File: src/sv/lzw_variable_width_decoder_unit_assert.svh
// ----------------------------------------------------------------------------
// LZW decoder assertion macros
// Concurrent check wrappers; they expand to nothing under synthesis.
// ----------------------------------------------------------------------------
`ifndef LZW_VARIABLE_WIDTH_DECODER_UNIT_ASSERT_SVH
`define LZW_VARIABLE_WIDTH_DECODER_UNIT_ASSERT_SVH
`ifndef SYNTHESIS
// same-cycle implication
`define LZWVD_ASSERT_IMP(lbl, clk, rst, ante, cons) \
   lbl: assert property (@(posedge clk) disable iff (rst) (ante) |-> (cons)) \
      else $error("lzwvd: same-cycle check failed");
// next-cycle implication
`define LZWVD_ASSERT_NXT(lbl, clk, rst, ante, cons) \
   lbl: assert property (@(posedge clk) disable iff (rst) (ante) |=> (cons)) \
      else $error("lzwvd: next-cycle check failed");
`else
`define LZWVD_ASSERT_IMP(lbl, clk, rst, ante, cons)
`define LZWVD_ASSERT_NXT(lbl, clk, rst, ante, cons)
`endif
`endif

File: src/sv/lzwvd_ram.sv
// ----------------------------------------------------------------------------
// LZW decoder RAM
// Simple dual-port RAM, one write and one registered read port.
// ----------------------------------------------------------------------------
`default_nettype none

module lzwvd_ram #(
   parameter int WIDTH = 8,
   parameter int DEPTH = 256
) (
   input  logic                     clock,
   input  logic                     wr_en,
   input  logic [$clog2(DEPTH)-1:0] wr_addr,
   input  logic [WIDTH-1:0]         wr_data,
   input  logic                     rd_en,
   input  logic [$clog2(DEPTH)-1:0] rd_addr,
   output logic [WIDTH-1:0]         rd_data
);

   logic [WIDTH-1:0] mem_ff [DEPTH];
   logic [WIDTH-1:0] rd_data_ff;

   always_ff @(posedge clock) begin
      if (wr_en) begin
         mem_ff[wr_addr] <= wr_data;
      end
      if (rd_en) begin
         rd_data_ff <= mem_ff[rd_addr];
      end
   end

   assign rd_data = rd_data_ff;

endmodule

`default_nettype wire

File: config.mk
export PLATFORM = sky130hd
export DESIGN_NAME = lzwvd_ram
export DESIGN_NICKNAME = d
export VERILOG_FILES = /design/src/sv/lzw_variable_width_decoder_unit_assert.svh /design/src/sv/lzwvd_ram.sv
export SDC_FILE = /design/constraint.sdc
export NUM_CORES = 2
export LEC_CHECK = 0
export BUFFER_PORTS_ARGS = -buffer_cell sky130_fd_sc_hd__clkbuf_2
export CAP_MARGIN = 25
export CORE_UTILIZATION = 50
export CTS_CLUSTER_DIAMETER = 50
export DETAILED_ROUTE_END_ITERATION = 10
export PLACE_DENSITY = 0.65
export SLEW_MARGIN = 10
export SYNTH_ARGS = -nofsm -noshare
export SYNTH_HDL_FRONTEND = slang
export SYNTH_SLANG_ARGS = --single-unit
File: constraint.sdc
create_clock -name clock -period 2.95 [get_ports clock]
set_input_delay 0.1475 -clock clock [delete_from_list [all_inputs] [get_ports clock]]
set_output_delay 0.1475 -clock clock [all_outputs]
set_load 0.01 [all_outputs]
### Word level (Yosys, flattened, before mapping)

Memory sizes are Yosys's and may differ from the RTL's. A register that Yosys moved wholly into a read port is not among the register bits.
Cells that the tools add are included.

| storage, ports and cells | value |
|---|---|
| memories | 1 |
| bits in writable memories | 2048 |
| register bits | 0 |
| input port bits | 27 |

Memories:

| name | depth | bits a word | read ports | clocked after Yosys merged registers in | wr ports | RTL line | source |
|---|---|---|---|---|---|---|---|
| mem_ff | 256 | 8 | 1 | 1 | 1 | lzwvd_ram.sv:20 | `logic [WIDTH-1:0] mem_ff [DEPTH];` |

| operators by class | value |
|---|---|
| mux-type cells | 2 |

Operator list:

| cell | number |
|---|---|
| $mux W1 | 2 |

### Logic depth before layout (Yosys ltp)

| logic depth | value |
|---|---|
| depth after elaboration | 2 |
| depth in mapped cells | 11 |
| depth with buffers taken out | 6 |

### Worst setup path before layout

No wires, ideal clock.

| timing | value |
|---|---|
| path kind | input-to-reg |
| from | input rd_addr[0] |
| to | register rd_data_ff[2] (netlist: rd_data[2]), read port of mem_ff (data pin) |
| setup slack | 0.726 ns |
| arrival | 1.955 ns |
| buffers on the path | 4 |
| data required time | 2.681 ns |
| stages | 9 |
| cells stage by stage | buf_6 -> buf_12 -> buf_8 -> buf_2 -> mux4_2 -> a22oi_1 -> a21oi_1 -> nor4_1 -> nor4_2 |

RTL lines:

| element | RTL line | source |
|---|---|---|
| start: declaration | lzwvd_ram.sv:16 | `input logic [$clog2(DEPTH)-1:0] rd_addr,` |
| end: declaration | lzwvd_ram.sv:21 | `logic [WIDTH-1:0] rd_data_ff;` |

==> metrics.txt <==
largest net degree at the start of global routing 128; Min-Delay Path Depth 4; Max Cap Viol 0; final setup TNS 0 ns; post-synthesis sequential element count 2056; grt ovf 0; sequential area share after synthesis 77.5%; I/O pin cnt 35; drt wl/cell 30.5 um; clock sinks 2056; Power Density 661 nW/um2; CP arrival 3.46 ns; Sequential Power Share 52.8%; LEAKAGE 29.6 nW; Cell Area, Placed 85700 um2; fillers 11381; initial DRC count 4998; combinational power share 5.2%; critical path class register to register; CTS Buf Count 210; die footprint 161000 um2; internal power 47.9 mW; Fin. Hold Viols 0; Post-Synthesis Net Count 3760; Nets 4298; I/O Buffers 34; Via density 6.19; Worst Path Required 3.49 ns; Worst Min Path Start wr_addr[3]; area leader, netlist edfxtp_1; top cell type's share of synthesized area 77.5%; routed vias 40377; CP startpoint mem_ff[96][0]; Peak VDD IR 586 uV; GRT Util Overall 24.9%; First-pass DRT Iterations 5; most numerous cell in the Yosys netlist edfxtp_1; Die W 401 um; worst skew pair latency 0.84 ns; first-pass GRT wire length 286000 um; Finished Layout Cells 6522; Final ANT Viol Nets 0; initial antenna violation count 12; Final Cell Area 92500 um2; synth top area cells edfxtp_1 (78%), mux4_2 (13%), mux2i_1 (1.7%), nor2_1 (1.3%), a22oi_1 (1.3%); Net Sw Power 13.2 mW; RSZ-0062 raised after global routing false; Avg Synthesized Cell Area 21.3 um2; Cell Area, Synth 79600 um2; Final Cycle Share 99.0%; starting density of the core 50.3%; hold crit path type input pin to register; clock power share 42.1%; Slew HR 30.9%; startpoint types register; Slew Viols, Final 0; H-tree Lvls 4; ys async rst share 0%; Crit. End Element register; share of cells above drive strength 1 29.7%; Worst R2R Start mem_ff[96][0]; Final Skew 0.0773 ns; std cell rows 146; placed wire-length estimate 128000 um; post-synth cell types 54; Max Freq 343 MHz; outcome complete, no violations; Slew @ Worst Pin 1.04 ns; r2r worst-path depth 8; clk buf depth 3; Root Buffer clkbuf_16; Synth top cells by count edfxtp_1 (2056), mux4_2 (454), nor2_1 (282); postcts setup bufs 0; EDFF count, synth 2056; Synth Instances 3733; total core area 158000 um2; Post-Route WL 199000 um; area grow syn2layout 16.2%; GPL Wtd Cong 0.849; Residual DRC 0; worst hold slack 0.0590 ns; vias in the first global route 40606; CTS tree done; Die Y 401 um; commonest register cell after synthesis edfxtp_1; Net Sw Frac 21.6%; clock-pin transition on the worst setup and hold timing paths 0.07 ns; placed insts 6121; Crit Path Max Fanout 1; Synth Warn # 0; Setup-failing EPs final 0; Period minus WS final 2.92 ns
[worst max-delay path, cell delays in order (launching register included)]
cell	delay (ns)
edfxtp_1	0.37
mux4_2	0.50
nor2b_1	0.17
a211oi_1	0.40
buf_4	0.19
nor3_1	0.07
nor4_2	0.62
buf_4	0.25
nor4_2	0.04
[power groups by stage]
stage          sequential (mW)  clock [mW]  combinational [mW]
6_report                  32.3        25.7                3.15
2_1_floorplan             32.9           0                1.56
5_1_grt                   32.3        27.2                3.32
3_3_place_gp              32.9           0                3.11
4_1_cts                   32.3        26.1                3.17
3_5_place_dp              32.9           0                3.15
[final timing paths]
check	to	slack (ns)
min reg2reg	rd_data[5]	1.23
max reg2reg	rd_data[0]	0.03
max	rd_data[0]	0.03
min	mem_ff[142][0]	0.06
[flip-flops by register name, summed over array words and instances, names as in the netlist]
register	count
mem_ff	2048
rd_data	8
[layout by cell type, fill, tap and decap left out, types with 22 or more instances in the layout]
| master | netlist | routed |
|---|---|---|
| nor2b_1 | 31 | 28 |
| a22oi_1 | 133 | 133 |
| nor2_1 | 282 | 279 |
| buf_4 | 27 | 459 |
| clkbuf_2 | 0 | 22 |
| nand3_1 | 34 | 34 |
| o221ai_1 | 46 | 46 |
| mux4_2 | 454 | 454 |
| a21oi_1 | 96 | 96 |
| mux2i_1 | 134 | 134 |
| nand2_1 | 33 | 33 |
| clkinv_1 | 1 | 48 |
| clkbuf_1 | 111 | 46 |
| edfxtp_1 | 2056 | 2056 |
| clkbuf_16 | 0 | 211 |
| buf_12 | 8 | 57 |
| clkinv_2 | 0 | 38 |
| nor4_1 | 24 | 22 |
| o22ai_1 | 28 | 28 |
| nor3_1 | 22 | 22 |
[stage by stage]
stage / util [%] / power [mW] / worst slack (ns)
3_5_place_dp: 54.2 / 36.0 / -0.489
5_1_grt: 58.5 / 62.8 / 0.0517
3_3_place_gp: 54.2 / 36.0 / -0.601
4_1_cts: 58.5 / 61.5 / 0.0844
6_report: 58.5 / 61.1 / 0.0305
2_1_floorplan: - / 34.4 / 0.726
[final cells by class]
cell class	count	area [um2]	share of cell area, %
inverter	2	7.51	0.00811
clock buffer	257	5450	5.89
tap	2072	2590	2.80
clock inverter	131	1260	1.36
sequential	2056	61700	66.7
antenna	3	7.51	0.00811
multi-input combinational	1442	16500	17.8
timing repair buffer	559	4950	5.35
[kinds of logic after synthesis]
family	Yosys count	synth area share [%]
flip-flops	2056	77.5
AND/OR/NAND/NOR	466	2.63
AO/OA/AOI/OAI	385	3.42
buffers and inverters	235	1.83
multiplexers	591	14.6
[timing repair]
action | CTS | global route
endpoints found under the setup margin | 1 | 0
gates resized for setup | 1 | 0
hold buffers | 10 | 0
endpoints found under the hold margin | 674 | 0
[per-layer routing]
metal	vias to the layer above	routed length, um	GRT usage, %
li1	16806	-	-
met3	333	19900	6.20
met1	21279	77900	34.9
met2	1943	94800	38.7
met4	16	6420	7.95
met5	-	95	0
Note: power is estimated with default switching activity, not from simulation.
