==> src/sv/lzw_variable_width_decoder_unit_assert.svh <==
// ----------------------------------------------------------------------------
// LZW decoder assertion macros
// Concurrent check wrappers; they expand to nothing under synthesis.
// ----------------------------------------------------------------------------
`ifndef LZW_VARIABLE_WIDTH_DECODER_UNIT_ASSERT_SVH
`define LZW_VARIABLE_WIDTH_DECODER_UNIT_ASSERT_SVH
`ifndef SYNTHESIS
// same-cycle implication
`define LZWVD_ASSERT_IMP(lbl, clk, rst, ante, cons) \
   lbl: assert property (@(posedge clk) disable iff (rst) (ante) |-> (cons)) \
      else $error("lzwvd: same-cycle check failed");
// next-cycle implication
`define LZWVD_ASSERT_NXT(lbl, clk, rst, ante, cons) \
   lbl: assert property (@(posedge clk) disable iff (rst) (ante) |=> (cons)) \
      else $error("lzwvd: next-cycle check failed");
`else
`define LZWVD_ASSERT_IMP(lbl, clk, rst, ante, cons)
`define LZWVD_ASSERT_NXT(lbl, clk, rst, ante, cons)
`endif
`endif

==> src/sv/lzwvd_pkg.sv <==
// ----------------------------------------------------------------------------
// LZW decoder package
// Sizes, code points, status codes and unit interface types.
// ----------------------------------------------------------------------------
`default_nettype none

package lzwvd_pkg;

   localparam int MAX_CODE_BITS = 12;
   localparam int TABLE_ENTRIES = 3840;
   localparam int STACK_DEPTH   = 4096;

   localparam int CODE_W  = MAX_CODE_BITS;
   localparam int NFC_W   = MAX_CODE_BITS + 1;
   localparam int WIDTH_W = $clog2(MAX_CODE_BITS + 1);
   localparam int TAB_AW  = $clog2(TABLE_ENTRIES);
   localparam int STK_AW  = $clog2(STACK_DEPTH);
   localparam int ACC_W   = 24;
   localparam int HELD_W  = 5;

   localparam logic [CODE_W-1:0]  CODE_CLEAR = CODE_W'(256);
   localparam logic [CODE_W-1:0]  CODE_END   = CODE_W'(257);
   localparam logic [NFC_W-1:0]   NFC_FIRST  = NFC_W'(257);
   localparam logic [NFC_W-1:0]   CODE_LIMIT = NFC_W'(1 << MAX_CODE_BITS);
   localparam logic [WIDTH_W-1:0] MIN_WIDTH  = WIDTH_W'(9);
   localparam logic [WIDTH_W-1:0] MAX_WIDTH  = WIDTH_W'(MAX_CODE_BITS);
   localparam logic [HELD_W-1:0]  HELD_ROOM  = HELD_W'(ACC_W - 8);
   localparam logic [STK_AW-1:0]  STK_LAST   = STK_AW'(STACK_DEPTH - 1);
   localparam logic [STK_AW-1:0]  WALK_STOP  = STK_AW'(STACK_DEPTH - 2);

   // request function
   localparam logic FUNC_PUSH = 1'b0;
   localparam logic FUNC_PULL = 1'b1;

   // response status
   localparam logic [2:0] STAT_SYMBOL  = 3'd0;
   localparam logic [2:0] STAT_NEED    = 3'd1;
   localparam logic [2:0] STAT_END     = 3'd2;
   localparam logic [2:0] STAT_TAKEN   = 3'd3;
   localparam logic [2:0] STAT_REFUSED = 3'd4;

   typedef struct packed {
      logic push;
      logic take;
   } bits_ctl_type;

   typedef struct packed {
      logic room;
      logic enough;
   } bits_sts_type;

endpackage

`default_nettype wire

==> src/sv/lzwvd_bits.sv <==
// ----------------------------------------------------------------------------
// LZW decoder bit unpacker
// 24-bit LSB-first accumulator: appends bytes, peels off variable-width codes.
// ----------------------------------------------------------------------------
`default_nettype none

module lzwvd_bits import lzwvd_pkg::*; (
   input  logic               clock,
   input  logic               reset,
   input  bits_ctl_type       ctl,
   input  logic [7:0]         in_byte,
   input  logic [WIDTH_W-1:0] code_width,
   output bits_sts_type       sts,
   output logic [CODE_W-1:0]  code
);

   logic [ACC_W-1:0]  acc_ff, acc_in;
   logic [HELD_W-1:0] held_ff, held_in;
   logic [CODE_W-1:0] mask;

   assign mask       = CODE_W'((NFC_W'(1) << code_width) - NFC_W'(1));
   assign code       = acc_ff[CODE_W-1:0] & mask;
   assign sts.room   = held_ff <= HELD_ROOM;
   assign sts.enough = held_ff >= HELD_W'(code_width);

   always_comb begin
      acc_in  = acc_ff;
      held_in = held_ff;
      if (ctl.push) begin
         acc_in  = acc_ff | (ACC_W'(in_byte) << held_ff);
         held_in = held_ff + HELD_W'(8);
      end else if (ctl.take) begin
         acc_in  = acc_ff >> code_width;
         held_in = held_ff - HELD_W'(code_width);
      end
   end

   always_ff @(posedge clock) begin
      if (reset) begin
         acc_ff  <= '0;
         held_ff <= '0;
      end else begin
         acc_ff  <= acc_in;
         held_ff <= held_in;
      end
   end

endmodule

`default_nettype wire

==> config.mk <==
export PLATFORM = sky130hd
export DESIGN_NAME = lzwvd_bits
export DESIGN_NICKNAME = d
export VERILOG_FILES = /design/src/sv/lzw_variable_width_decoder_unit_assert.svh /design/src/sv/lzwvd_pkg.sv /design/src/sv/lzwvd_bits.sv
export SDC_FILE = /design/constraint.sdc
export NUM_CORES = 1
export LEC_CHECK = 0
export ABC_AREA = 1
export BUFFER_PORTS_ARGS = -buffer_cell sky130_fd_sc_hd__buf_2
export CAP_MARGIN = 20
export CORE_ASPECT_RATIO = 2
export CORE_MARGIN = 3
export CORE_UTILIZATION = 61
export DETAILED_ROUTE_END_ITERATION = 16
export GPL_TIMING_DRIVEN = 0
export MAX_ROUTING_LAYER = met4
export PLACE_DENSITY = 0.83
export SLEW_MARGIN = 10
export SYNTH_ARGS = -nofsm -noshare
export SYNTH_HDL_FRONTEND = slang
export SYNTH_SLANG_ARGS = --single-unit
==> constraint.sdc <==
create_clock -name clock -period 1.85 [get_ports clock]
set_clock_uncertainty 0.05 [all_clocks]
set_input_delay 0.2775 -clock clock [delete_from_list [all_inputs] [get_ports clock]]
set_output_delay 0.2775 -clock clock [all_outputs]
set_load 0.005 [all_outputs]
# == Yosys cells after proc, flatten, opt, wreduce, memory -nomap -nowiden ==
# Cells that the tools add are included.
# op_classes
bitwise,2
muxes,4
n_eq_ne,0
reduce_logical,1
div_mod_pow,0
magnitude_cmp,2
n_shift,3
mul,0
add_sub_neg,3
# op_table
cell,count
2-to-1 mux 24 bit,2
OR 24 bit,1
left shift 8 x 5 -> 24 bit,1
right shift 24 x 4 -> 24 bit,1
bitwise AND 12 bit,1
left shift 1 x 4 -> 12 bit (first input constant),1
subtractor 12 x 2 -> 12 bit (second input constant),1
2-to-1 mux 5 bit,2
adder 5 x 4 -> 5 bit (second input constant),1
>= comparator 5 x 4 -> 1 bit,1
<= comparator 5 bit (second input constant),1
subtractor 5 x 4 -> 5 bit,1
nonzero test 2 bit,1
# totals
register_bits,29
word_cells,17
latchBits,0
memories,0
mem_bits_rw,0
mem_bits_ro,0

# == Logic depth before layout (Yosys ltp) ==
# depth
word_depth,3
ltp_mapped,12
depth_no_buf,10

# == Worst setup path before layout ==
# Ideal clock, no wire load.
# synth_path
path_type,input to output
startpoint,in code_width[2]
endpoint,out sts[0] (netlist name)
path_stages,7
t_arrival_ns,1.424
setup_slack_ns,0.098
path_cell_list,inv_1 buf_4 buf_4 ha_1 a21oi_1 or2_2 nand3_1
# synth_rtl
element,line,text
start: declaration,lzwvd_bits.sv:12,"input logic [WIDTH_W-1:0] code_width,"
end: declaration,lzwvd_bits.sv:13,"output bits_sts_type sts,"

==> results.cfg <==
[run_status]
status = complete, but fails checks
violations = negative setup slack

[sta]
setup_viol = 2
worst_slew_pin_slew_ps = 613
finalHoldViolations = 0
post-route-min-period_ps = 1860
maxSlewHeadroom_pct = 59.0
slew_viol_final = 0
tns_ps = -6.51
grt_setup_unrepaired = yes
worst_slack_ps = -5.19
fmax_ghz = 0.539
whs_ps = 286
fin_crit_sh_pct = 100

[yosys]
synth-main-ff-cell = dfxtp_1
synth_seq_cells = 29
synth.area.top_cells = nand2_1, dfxtp_1, nand3_1
yosysUniqueCellTypes = 35
seq_area_frac_synth_pct = 18.0
synthesis.area_um2 = 3220
ys_warn_count = 0
async_reset_ff_share_pct = 0
netlist_instances = 587
syn_avg_cell_area_um2 = 5.48
synth_common_cells = nand2_1, nand3_1, nor2_1
synth_top_area_share_pct = 25.1
synth_edf_count = 0
yosysMostFrequentCell = nand2_1
syn_nets = 609
yosysTopAreaCell = nand2_1

[hold_path]
holdPathEnd = acc_ff[22]
hold_depth = 3
hp-class = in2reg
hp-start = ctl[1]

[final_layout]
drive_gt1_share_pct = 19.5
fill_cells = 414
multi_input_area_um2 = 2400
antenna_cells = 0
syn_to_final_growth_pct = 20.9
seq_area_um2 = 589
nNetsFinal = 663
fin_area_um2 = 3890

[route]
firstDrtPassIters = 6
drc = 0
vias = 4423
postRouteAntennaNets = 0
vias_per_cell = 6.33
wirelength_um = 13100
drt-initial-drc-count = 532
wl_per_cell_um = 18.7

[floorplan]
dieWidth_um = 57.4
core_area_um2 = 5000
start_util_pct = 64.4
die_area_um2 = 6240
ios = 30
fp.dieH_um = 109
rows = 36

[place]
dp_hpwl_um = 9670
io_buffer_count = 29
postPlaceCellArea_um2 = 3430
gp_congestion = 1.09

[clocking]
htreeDepth = 2
clkTransAtPathRegs_ps = 70
clock_path_buffers = 2
clock-sinks = 29
numCtsBuffers = 5
root_buffer = clkbuf_8
cts_tree = built
clock_latency_ps = 300

[setup_path]
cp_data_arrival_time_ps = 1530
rr_startpoint = held_ff[0]
path_max_fanout = 5
start_kind = flip-flop
crit_required_ps = 1520
reg2reg_slack_ps = 130
path_class = reg2out
end_kind = primary output
r2r_end = acc_ff[16]
reg2reg_depth = 9

[run]
maxCapViolCount = 0

[power]
ir_drop_mv = 0.654
power_mw = 2.29
total_leakage_power_nw = 1.91
powerDensity_nw_per_um2 = 589

[global_route]
grt_pass1_wl_um = 19300
grt-ovfl-total = 0
grt_pass1_vias = 3887
antenna_found_initial = 0
grt_usage_pct = 41.9
grt_start_max_net_pins = 20
## cells in the final DEF, fill, tap and decap left out, types with 2 or more instances in the layout
cell type	instances
nor3_1	4
nand3_2	2
nor2_1	51
clkinv_8	2
nand2_8	2
o21ai_1	4
inv_4	3
buf_4	23
buf_8	5
nand2_2	3
nand3_1	108
nand4_1	10
o211ai_1	8
nor2_2	2
inv_1	34
a21oi_2	2
a21oi_1	32
dfxtp_1	26
a22oi_1	3
dfxtp_4	2
buf_6	5
o21ai_0	13
nor2_4	9
inv_2	9
clkinv_2	2
ha_4	4
nand2_1	212
clkbuf_8	5
clkbuf_1	4
buf_2	33
## critical path, stage by stage (launching register included)
cell and delay (ps):
dfxtp_4 370, inv_6 50, ha_4 160, inv_2 50, nand2_2 40, nand2_2 70, a21oi_2 70, or2_4 260
nand3_2 50, buf_2 110
## cell type report
cell class	instances	area share [%]
plain buffers	22	4.37
clock buffers	5	1.77
clock inverters	3	0.450
inverters	51	6.08
multi-input cells	482	61.6
flip-flops and latches	29	15.1
well taps	57	1.83
repair buffers	50	8.78
## logic make-up after synthesis
kind of cell,Yosys count,synth area share [%]
AO/OA/AOI/OAI,68,11.9
flip-flops,29,18.0
AND/OR/NAND/NOR,407,55.6
XOR/XNOR,1,0.272
buffers and inverters,76,11.6
adder cells (fa/ha/maj),6,2.57
## metal layers
layer	global-route usage [%]	part of all wire, %	wire length, um	up-vias
met3	5.57	8.2	1070	112
met2	74.8	50	6580	325
met5	-	0	0	-
met1	38.7	32	4220	1953
met4	32.3	9.1	1190	0
li1	-	-	-	2033
## power breakdown
| group | leakage [nW] | switching [mW] | internal [mW] |
|---|---|---|---|
| registers | 0.239 | 0.0693 | 0.679 |
| logic | 1.62 | 0.647 | 0.355 |
| clock network | 0.0439 | 0.283 | 0.259 |
## registers in the layout (all words and copies together) (netlist names)
| signal | count |
|---|---|
| held_ff | 5 |
| acc_ff | 24 |
## worst max-delay path by stage
stage                              from       to  slack, ps  cells past startpoint
final                        held_ff[0]   sts[0]         -5                      9
after CTS                 code_width[1]  code[8]        -40                     12
after floorplan           code_width[2]   sts[0]        100                      7
after global placement    code_width[1]  code[8]       -390                     12
after global routing         held_ff[0]   sts[0]        -50                      9
after detailed placement  code_width[1]  code[8]       -430                     12
## per-stage QoR
step / instances / utilization, % / setup slack, ps
floorplan: 587 / - / 98.1
global placement: 673 / 68.7 / -390
detailed placement: 673 / 68.7 / -432
CTS: 684 / 73.1 / -44.5
global route: 699 / 77.8 / -50.3
finish: 699 / 77.8 / -5.19
## what timing repair did
action                                  4_1_cts  5_1_grt
setup buffers                                 6       15
pin swaps                                     5       13
gates resized for setup                      32       32
endpoints found under the hold margin         0        0
hold buffers                                  0        0
endpoints found under the setup margin        7        9
No activity file was read; power rests on OpenSTA's default activity.
